$ cat src/hdl/rpt_pkg.sv
package rpt_pkg;

   // default sizes
   localparam int REGIONS_DEF   = 64;
   localparam int ADDR_BITS_DEF = 32;
   // widest slot index the chain carries (REGIONS up to 256)
   localparam int IDX_BITS      = 8;

   localparam logic [31:0] GEN_RETIRED = 32'hFFFF_FFFF;
   localparam logic [31:0] LEASE_MAX   = 32'hFFFF_FFFF;

   // operation codes
   localparam logic [2:0] MODE_REGISTER = 3'd0;
   localparam logic [2:0] MODE_REVOKE   = 3'd1;
   localparam logic [2:0] MODE_LEASE    = 3'd2;
   localparam logic [2:0] MODE_END      = 3'd3;
   localparam logic [2:0] MODE_SET_WIN  = 3'd4;
   localparam logic [2:0] MODE_CHECK    = 3'd5;

   // status codes
   localparam logic [3:0] ST_OK          = 4'd0;
   localparam logic [3:0] ST_BAD_HANDLE  = 4'd1;
   localparam logic [3:0] ST_BAD_LENGTH  = 4'd2;
   localparam logic [3:0] ST_WRAP        = 4'd3;
   localparam logic [3:0] ST_OVERLAP     = 4'd4;
   localparam logic [3:0] ST_FULL        = 4'd5;
   localparam logic [3:0] ST_WRONG_KIND  = 4'd6;
   localparam logic [3:0] ST_LEASED      = 4'd7;
   localparam logic [3:0] ST_LEASE_LIMIT = 4'd8;
   localparam logic [3:0] ST_NO_LEASE    = 4'd9;
   localparam logic [3:0] ST_NOT_FOUND   = 4'd10;
   localparam logic [3:0] ST_RIGHTS      = 4'd11;
   localparam logic [3:0] ST_WINDOW      = 4'd12;

   typedef struct packed {
      logic [2:0]  mode;
      logic [31:0] addr;
      logic [31:0] length;
      logic [31:0] window;
      logic [7:0]  rights;
      logic        kind;
      logic [5:0]  slot;
      logic [31:0] generation;
   } req_type;

   typedef struct packed {
      logic [3:0]  status;
      logic [5:0]  out_slot;
      logic [31:0] out_generation;
   } rsp_type;

   // partial result handed from cell to cell
   typedef struct packed {
      logic                hit;
      logic                overlap;
      logic [IDX_BITS-1:0] idx;
      logic [3:0]          status;
      logic [31:0]         gen;
   } acc_type;

   // update broadcast to the cells at the end of a scan
   typedef struct packed {
      logic                en;
      logic [2:0]          mode;
      logic [IDX_BITS-1:0] idx;
   } commit_type;

   typedef enum logic [1:0] {
      ST_IDLE,
      ST_SCAN,
      ST_DONE
   } state_type;

endpackage

$ cat src/hdl/rpt_cell.sv
module rpt_cell import rpt_pkg::*; #(
   parameter int IDX       = 0,
   parameter int ADDR_BITS = ADDR_BITS_DEF
) (
   input  logic       clock,
   input  logic       reset,
   input  req_type    req,
   input  logic       valid_in,
   input  acc_type    acc_in,
   input  commit_type commit,
   output logic       valid_out,
   output acc_type    acc_out
);

   localparam logic [64:0] AMASK = (65'd1 << ADDR_BITS) - 65'd1;

   logic [31:0] base_ff, cap_ff, win_ff, lease_ff, gen_ff;
   logic [7:0]  rights_ff;
   logic        ext_ff, alive_ff, valid_ff;
   acc_type     acc_ff, acc_in_d;

   logic [31:0] addr_m, off;
   logic [32:0] end_here, end_req, win_end, left;
   logic        handle_ok, contains, free, sel;
   logic [3:0]  st;

   // per-slot compare against the request
   always_comb begin
      addr_m    = req.addr & AMASK[31:0];
      off       = addr_m - base_ff;
      end_here  = {1'b0, base_ff} + {1'b0, cap_ff};
      end_req   = {1'b0, addr_m} + {1'b0, req.length};
      win_end   = {1'b0, base_ff} + {1'b0, req.length};
      left      = {1'b0, base_ff} + {1'b0, win_ff} - {1'b0, addr_m};
      handle_ok = alive_ff && (32'(req.slot) == 32'(IDX)) && (gen_ff == req.generation);
      contains  = alive_ff && (addr_m >= base_ff) && (off < cap_ff);
      free      = !alive_ff && (gen_ff != GEN_RETIRED);
      sel       = 1'b0;
      st        = ST_OK;
      case (req.mode)
         MODE_REGISTER: begin
            sel = free;
         end
         MODE_REVOKE: begin
            sel = handle_ok;
            if (ext_ff != req.kind)         st = ST_WRONG_KIND;
            else if (lease_ff != 32'd0)     st = ST_LEASED;
         end
         MODE_LEASE: begin
            sel = handle_ok;
            if (lease_ff == LEASE_MAX) st = ST_LEASE_LIMIT;
         end
         MODE_END: begin
            sel = handle_ok;
            if (lease_ff == 32'd0) st = ST_NO_LEASE;
         end
         MODE_SET_WIN: begin
            sel = handle_ok;
            if (req.length > cap_ff)             st = ST_BAD_LENGTH;
            else if ({32'd0, win_end} > AMASK)  st = ST_WRAP;
         end
         MODE_CHECK: begin
            sel = contains;
            if ((rights_ff & req.rights) != req.rights) st = ST_RIGHTS;
            else if (off >= win_ff)                      st = ST_WINDOW;
            else if (left < {1'b0, req.length})          st = ST_WINDOW;
         end
         default: begin
            sel = 1'b0;
         end
      endcase
   end

   // merge into the passing word
   always_comb begin
      acc_in_d = acc_in;
      if (req.mode == MODE_REGISTER && alive_ff &&
          {1'b0, addr_m} < end_here && {1'b0, base_ff} < end_req)
         acc_in_d.overlap = 1'b1;
      if (!acc_in.hit && sel) begin
         acc_in_d.hit    = 1'b1;
         acc_in_d.idx    = IDX_BITS'(IDX);
         acc_in_d.status = st;
         acc_in_d.gen    = (req.mode == MODE_REGISTER) ? gen_ff + 32'd1 : gen_ff;
      end
   end

   // chain stage
   always_ff @(posedge clock) begin
      if (reset) begin
         valid_ff <= 1'b0;
      end else begin
         valid_ff <= valid_in;
      end
      acc_ff <= acc_in_d;
   end

   // slot state update
   always_ff @(posedge clock) begin
      if (reset) begin
         alive_ff <= 1'b0;
         gen_ff   <= 32'd0;
      end else if (commit.en && commit.idx == IDX_BITS'(IDX)) begin
         case (commit.mode)
            MODE_REGISTER: begin
               base_ff   <= addr_m;
               cap_ff    <= req.length;
               win_ff    <= req.window;
               rights_ff <= req.rights;
               ext_ff    <= req.kind;
               lease_ff  <= 32'd0;
               gen_ff    <= gen_ff + 32'd1;
               alive_ff  <= 1'b1;
            end
            MODE_REVOKE:  alive_ff <= 1'b0;
            MODE_LEASE:   lease_ff <= lease_ff + 32'd1;
            MODE_END:     lease_ff <= lease_ff - 32'd1;
            MODE_SET_WIN: win_ff   <= req.length;
            default:      ;
         endcase
      end
   end

   assign valid_out = valid_ff;
   assign acc_out   = acc_ff;

endmodule

$ cat config.mk
export PLATFORM = sky130hd
export DESIGN_NAME = rpt_cell
export DESIGN_NICKNAME = d
export VERILOG_FILES = /design/src/hdl/rpt_pkg.sv /design/src/hdl/rpt_cell.sv
export SDC_FILE = /design/constraint.sdc
export NUM_CORES = 1
export LEC_CHECK = 0
export BUFFER_PORTS_ARGS = -buffer_cell sky130_fd_sc_hd__buf_4
export CORE_MARGIN = 2
export CORE_UTILIZATION = 45
export DETAILED_ROUTE_END_ITERATION = 6
export PLACE_DENSITY_LB_ADDON = 0.1
export SYNTH_ARGS = -nofsm -noshare
export SYNTH_HDL_FRONTEND = slang
export SYNTH_SLANG_ARGS = --single-unit
$ cat constraint.sdc
create_clock -name clock -period 11.8 [get_ports clock]
set_input_delay 1.77 -clock clock [delete_from_list [all_inputs] [get_ports clock]]
set_output_delay 1.77 -clock clock [all_outputs]
set_load 0.03 [all_outputs]
==> results of run 1 <==
-- registers in the layout, summed over array words and instances, names as in the netlist, 8 cells and up --
signal,flops
gen_ff,32
acc_out,46
lease_ff,32
base_ff,32
win_ff,32
cap_ff,32
rights_ff,8
-- worst max-delay path by stage --
stage | endpoint | slack (ns) | cells past startpoint
final | acc_out[2] | 3.96 | 22
after CTS | acc_out[2] | 3.99 | 22
after floorplan | base_ff[0] | 5.22 | 6
after global placement | acc_out[11] | 3.59 | 22
after detailed placement | acc_out[2] | 3.44 | 22
after global routing | acc_out[10] | 3.63 | 22
-- stage by stage --
step / setup WS, ns / instance area [sq um] / hold slack (ns) / utilization (%) / power (mW)
5_1_grt: 3.628 / 26900 / 0.5435 / 52.66 / 2.557
3_3_place_gp: 3.588 / 25860 / 0.5080 / 50.61 / 1.453
6_report: 3.965 / 26900 / 0.5321 / 52.66 / 2.441
2_1_floorplan: 5.218 / 23190 / 0.4847 / - / 1.237
4_1_cts: 3.990 / 26900 / 0.5204 / 52.66 / 2.458
3_5_place_dp: 3.436 / 25860 / 0.5118 / 50.61 / 1.464
-- power groups by stage --
stage | sequential [mW] | clock, mW | combinational [mW]
after floorplan | 0.857 | 0 | 0.380
final | 0.820 | 0.986 | 0.635
after CTS | 0.821 | 1.00 | 0.633
after detailed placement | 0.836 | 0 | 0.628
after global routing | 0.821 | 1.03 | 0.706
after global placement | 0.837 | 0 | 0.616
-- cell families after synthesis --
| kind of cell | synth area share (%) |
|---|---|
| buffers and inverters | 5.369 |
| multiplexers | 2.925 |
| AND/OR/NAND/NOR | 14.29 |
| adder cells (fa/ha/maj) | 25.32 |
| flip-flops | 24.65 |
| AO/OA/AOI/OAI | 19.45 |
| XOR/XNOR | 8.007 |
-- area by class of cell --
type                       instances  area share [%]
sequential                       217           21.24
multi-input combinational       2061           60.46
clock inverter                    18          0.9627
timing repair buffer             264           7.366
tap                              680           3.162
clock buffer                      35           2.930
inverter                         278           3.879
-- synthesized netlist by cell type (37+ instances only) --
cell type and number:
a211oi_1 41, mux2_2 54, a21o_1 152, a21oi_1 198, nand4_1 64, nand2_1 124
nor2_1 164, nor3_1 55, o21ai_0 115, ha_1 410, xnor2_1 131, xor2_1 81
clkbuf_1 46, nand3_1 67, dfxtp_1 80, inv_1 278, fa_1 37, edfxtp_1 137
-- cell usage in the layout, fill, tap and decap left out, drive strengths merged, types with 5 or more instances in the layout --
cell	n
ha	410
inv	282
buf	264
a21oi	199
nor2	164
a21o	156
edfxtp	137
xnor2	131
nand2	124
o21ai	117
xor2	81
dfxtp	80
nand3	67
nand4	64
nor3	55
mux2	54
a211oi	41
fa	37
clkbuf	35
and3	32
o21a	31
nand2b	28
or3	27
nor4	27
o21bai	23
nor2b	21
o211ai	17
a31oi	13
and4	10
o31ai	9
or2	8
a2111oi	8
clkinv	8
mux2i	7
a211o	7
o22ai	6
bufinv	6
o31a	5
and2	5
a21boi	5
-- per-layer routing --
metal,GRT usage (%),vias to the layer above
met4,6.028,2
met5,0,-
li1,-,9957
met2,48.52,533
met3,3.928,90
met1,35.87,9559
-- worst max-delay path, delay by kind of cell --
family	cells	cell delay, ns
simple gates	8	2.00
fa+ha+maj	2	0.62
mux	1	0.54
compound gates	9	3.12
buf+inv	2	0.22
==> qor.txt, run 1 <==
max-cap viol count - 0
global-route wire length before repair - 115.8 mm
hold depth - 2
post-CTS sizing - 0
# diodes - 0
largest net degree at the start of global routing - 73
sequential power share - 33.6%
# fillers - 4,882
min-delay src - gen_ff[1]
vias in the first global route - 20,400
Row Count - 83
reg-to-reg slack, setup - 4.80 ns
count of buffers from port buffering - 253
achievable clock frequency - 127.6 MHz
period utilisation layout - 66.40%
worst r2r src - base_ff[1]
crit path launch - req[112]
Vias - 20,140
critical path class - input pin to register
delay of the slowest cell on the worst path - 0.91 ns
number of cells after detailed placement - 3,500
initial antenna violation count - 1
total negative slack - 0 ns
top post-synthesis cells by area - ha_1 22%, edfxtp_1 18%, dfxtp_1 6.9%
Lkg Pwr - 12.82 nW
Post-Route WL - 74.31 mm
setup repair bufs after CTS - 0
Via density - 5.669
CP Max Fanout - 25
Die Area - 53,360 sq um
peak supply drop - 115.3 uV
syn_nets - 3,262
Syn Area/Cell - 8.891 sq um
all-layer global routing usage - 27.64%
htree depth - 1
Max-Slew Margin vs Limit - 18.19%
CTS Buf Count - 29
Reg-to-Reg End - acc_out[2]
clk slew on worst S/H paths - 0.06 ns
Top FF cell, synth - edfxtp_1
WHS Endpoint - gen_ff[1]
Max Clock Skew - 0.01481 ns
initial detailed-routing violation count - 1,244
Final Slew Violations - 0
switching pwr - 741.1 uW
flops & latches, synth - 217
Tmin final - 7.835 ns
asr flop ratio synth - 0%
hold buffer count at cts - 0
met3 wire len - 3.842 mm
worst-path cell chain - buf_4, inv_1, ha_1, nor2b_1, o21a_1, o21a_1, o41a_1, a21boi_2, o21ai_0, a2111o_1, nand3_1, or3b_2, ha_1, nand4_1, nor2_1, nand2_1, o211ai_1, nor3_1, o31a_1, a21oi_2, nand2_1, mux2_2
DRT antenna net count - 0
Seq/Total Area, Yosys - 24.65%
DPL Wire Length - 60.48 mm
WL met2 - 35.89 mm
Cell Area, Synth - 23,190 sq um
R2R depth - 20
Post-synth EDFFs - 137
I/O Pins - 254
Critical Path Slowest Stage Cell - a21oi_2
grt total ovfl - 0
fraction of final layout cells with drive strength greater than 1 - 14.20%
top cell type's share of synthesized area - 22.12%
Die Ht - 231 um
Sequential Area - 5715 sq um
initial core utilization - 45.38%
WP data arrival - 8.31 ns
switch share - 30.36%
Final Non-Filler Cells - 3,553
Synth area leader - ha_1
DR pass1 iterations - 5
core box area - 51,090 sq um
clk root buf - clkbuf_16
Internal Power - 1.700 mW
Worst-Skew Late Latency - 0.60 ns
metal1 wirelength - 32.80 mm
PwrDens - 90.73 nW/um^2
max layer used - met5
setup violators final - 0
Avg WL per Cell - 20.92 um
Worst Tran Pin Value - 1.196 ns
Hold Vio Cnt, Final - 0
worst-case clock buffer depth - 3
Routability Congestion - 0.9284
cells after synthesis - 2,608
clock network fraction of design power - 40.4%
type of element capturing the critical path - register
RSZ-0062 raised after global routing - false
area of the multi-input gates - 16,270 sq um
YS warnings - 0
fin nets - 3,505
CTS tree - yes
DRC Markers - 0
die width - 231 um
area grow syn2layout - 16.03%
Hold/Removal Path Class - register to register
clk sinks - 217
Worst EP required - 12.28 ns
library cells used by synthesis - 85
Logic pwr share - 26.0%
status - complete, no violations
CP startpoint kind - input pin
Power figures use the tool's default switching activity.
==> run 2, diff against run 1 <==
- clock period: 11.8 -> 7.2 ns (I/O delays scaled with it)
==> qor.txt, run 2 (same netlist as run 1, synthesis figures left out) <==
clk slew on worst S/H paths - 0.06 ns
critical path class - register to register
vias in the first global route - 19,890
Die Area - 53,360 sq um
fin nets - 3,512
Lkg Pwr - 12.80 nW
post-route setup slack - 0.9570 ns
Final Non-Filler Cells - 3,561
Die Ht - 231 um
delay of the slowest cell on the worst path - 0.80 ns
Worst-Skew Late Latency - 0.62 ns
core box area - 51,090 sq um
initial antenna violation count - 1
hold buffer count at cts - 0
PnR Total Power - 3.862 mW
Avg WL per Cell - 20.97 um
clk root buf - clkbuf_16
Final Util - 52.57%
total negative slack - 0 ns
# diodes - 0
Critical Path Slowest Stage Cell - a2111oi_0
fraction of final layout cells with drive strength greater than 1 - 14.16%
most common cell after layout, fill and taps aside - ha_1
setup violators final - 0
Worst EP required - 7.68 ns
count of buffers from port buffering - 253
Final Slew Violations - 0
die width - 231 um
hold_ws - 0.5382 ns
htree depth - 1
CTS tree - yes
cell area after layout - 26,860 sq um
area grow syn2layout - 15.83%
Routability Congestion - 0.9300
Via density - 5.671
most frequent cells in the layout - 410 x ha_1, 278 x inv_1, 271 x buf_4
DRC Markers - 0
PwrDens - 143.8 nW/um^2
grt total ovfl - 0
initial detailed-routing violation count - 1,325
sequential power share - 34.8%
Row Count - 83
Max-Slew Margin vs Limit - 16.93%
period utilisation layout - 86.71%
Internal Power - 2.646 mW
post-CTS sizing - 0
DPL Wire Length - 60.53 mm
DR pass1 iterations - 5
Max Clock Skew - 0.04318 ns
status - complete, no violations
global-route wire length before repair - 114.8 mm
switch share - 31.48%
RSZ-0062 raised after global routing - false
CTS Buf Count - 29
CP Max Fanout - 5
all-layer global routing usage - 27.58%
CP startpoint kind - register
DRT antenna net count - 0
largest net degree at the start of global routing - 44
clk sinks - 217
Worst Tran Pin Value - 1.239 ns
Vias - 20,190
WP data arrival - 6.72 ns
number of cells after detailed placement - 3,507
initial core utilization - 45.38%
type of element capturing the critical path - register
peak supply drop - 234.4 uV
Hold/Removal Path Class - register to register
switching pwr - 1.216 mW
achievable clock frequency - 160.2 MHz
max reg flops - 46
most used cell, CP - ha_1
clock network fraction of design power - 38.1%
Logic pwr share - 27.1%
worst-path cell chain - ha_1, fa_1, a211o_1, o211ai_4, a21boi_2, o311a_1, a211o_2, a221o_2, a311oi_4, o31ai_2, xnor2_1, ha_1, a2111oi_0, nand2_1, a221o_1, a31oi_1, nor4_1, o31a_1, a211oi_1
Post-DP Area - 25,910 sq um
Tmin final - 6.243 ns
setup repair bufs after CTS - 0
Hold Vio Cnt, Final - 0
Place WS - 0.4637 ns
max-cap viol count - 0
worst-case clock buffer depth - 3
Post-Route WL - 74.69 mm
I/O Pins - 254
run 2: cell type report:
cell class	instances	area [sq um]
fillers	4833	24240
multi-input cells	2061	16270
flip-flops and latches	217	5715
repair buffers	271	2034
inverters	278	1044
clock buffers	48	900.9
well taps	680	850.8
clock inverters	6	47.55
run 2: worst max-delay path: cells and delay by family, from the launching register on:
family | cells | cell delay [ns]
AND/OR/NAND/NOR | 2 | 0.28
AO/OA/AOI/OAI | 13 | 4.25
adder cells (fa/ha/maj) | 3 | 1.02
XOR/XNOR | 1 | 0.15
flip-flops | 1 | 0.46
run 2: worst paths after layout:
| path | start | to | slack [ns] | cells after the start |
|---|---|---|---|---|
| worst max-delay path | base_ff[0] | acc_out[44] | 0.96 | 19 |
| worst min-delay path | gen_ff[1] | gen_ff[1] | 0.54 | 2 |
| worst max register to register | base_ff[0] | acc_out[44] | 0.96 | 19 |
| worst min register to register | gen_ff[1] | gen_ff[1] | 0.54 | 2 |
run 2: routing by layer:
layer / global-route usage, % / vias to the layer above / wire, um
met1: 36.35 / 9495 / 33060
met2: 44.54 / 586 / 33730
met4: 11.11 / 2 / 3307
met5: 0 / - / 16
li1: - / 9969 / -
met3: 5.002 / 141 / 4578
run 2: power by group through the flow:
stage / clock network [mW] / registers [mW] / logic [mW]
finish: 1.47 / 1.35 / 1.05
global route: 1.54 / 1.35 / 1.16
global placement: 0 / 1.37 / 1.02
floorplan: 0 / 1.40 / 0.623
CTS: 1.50 / 1.35 / 1.04
detailed placement: 0 / 1.37 / 1.03
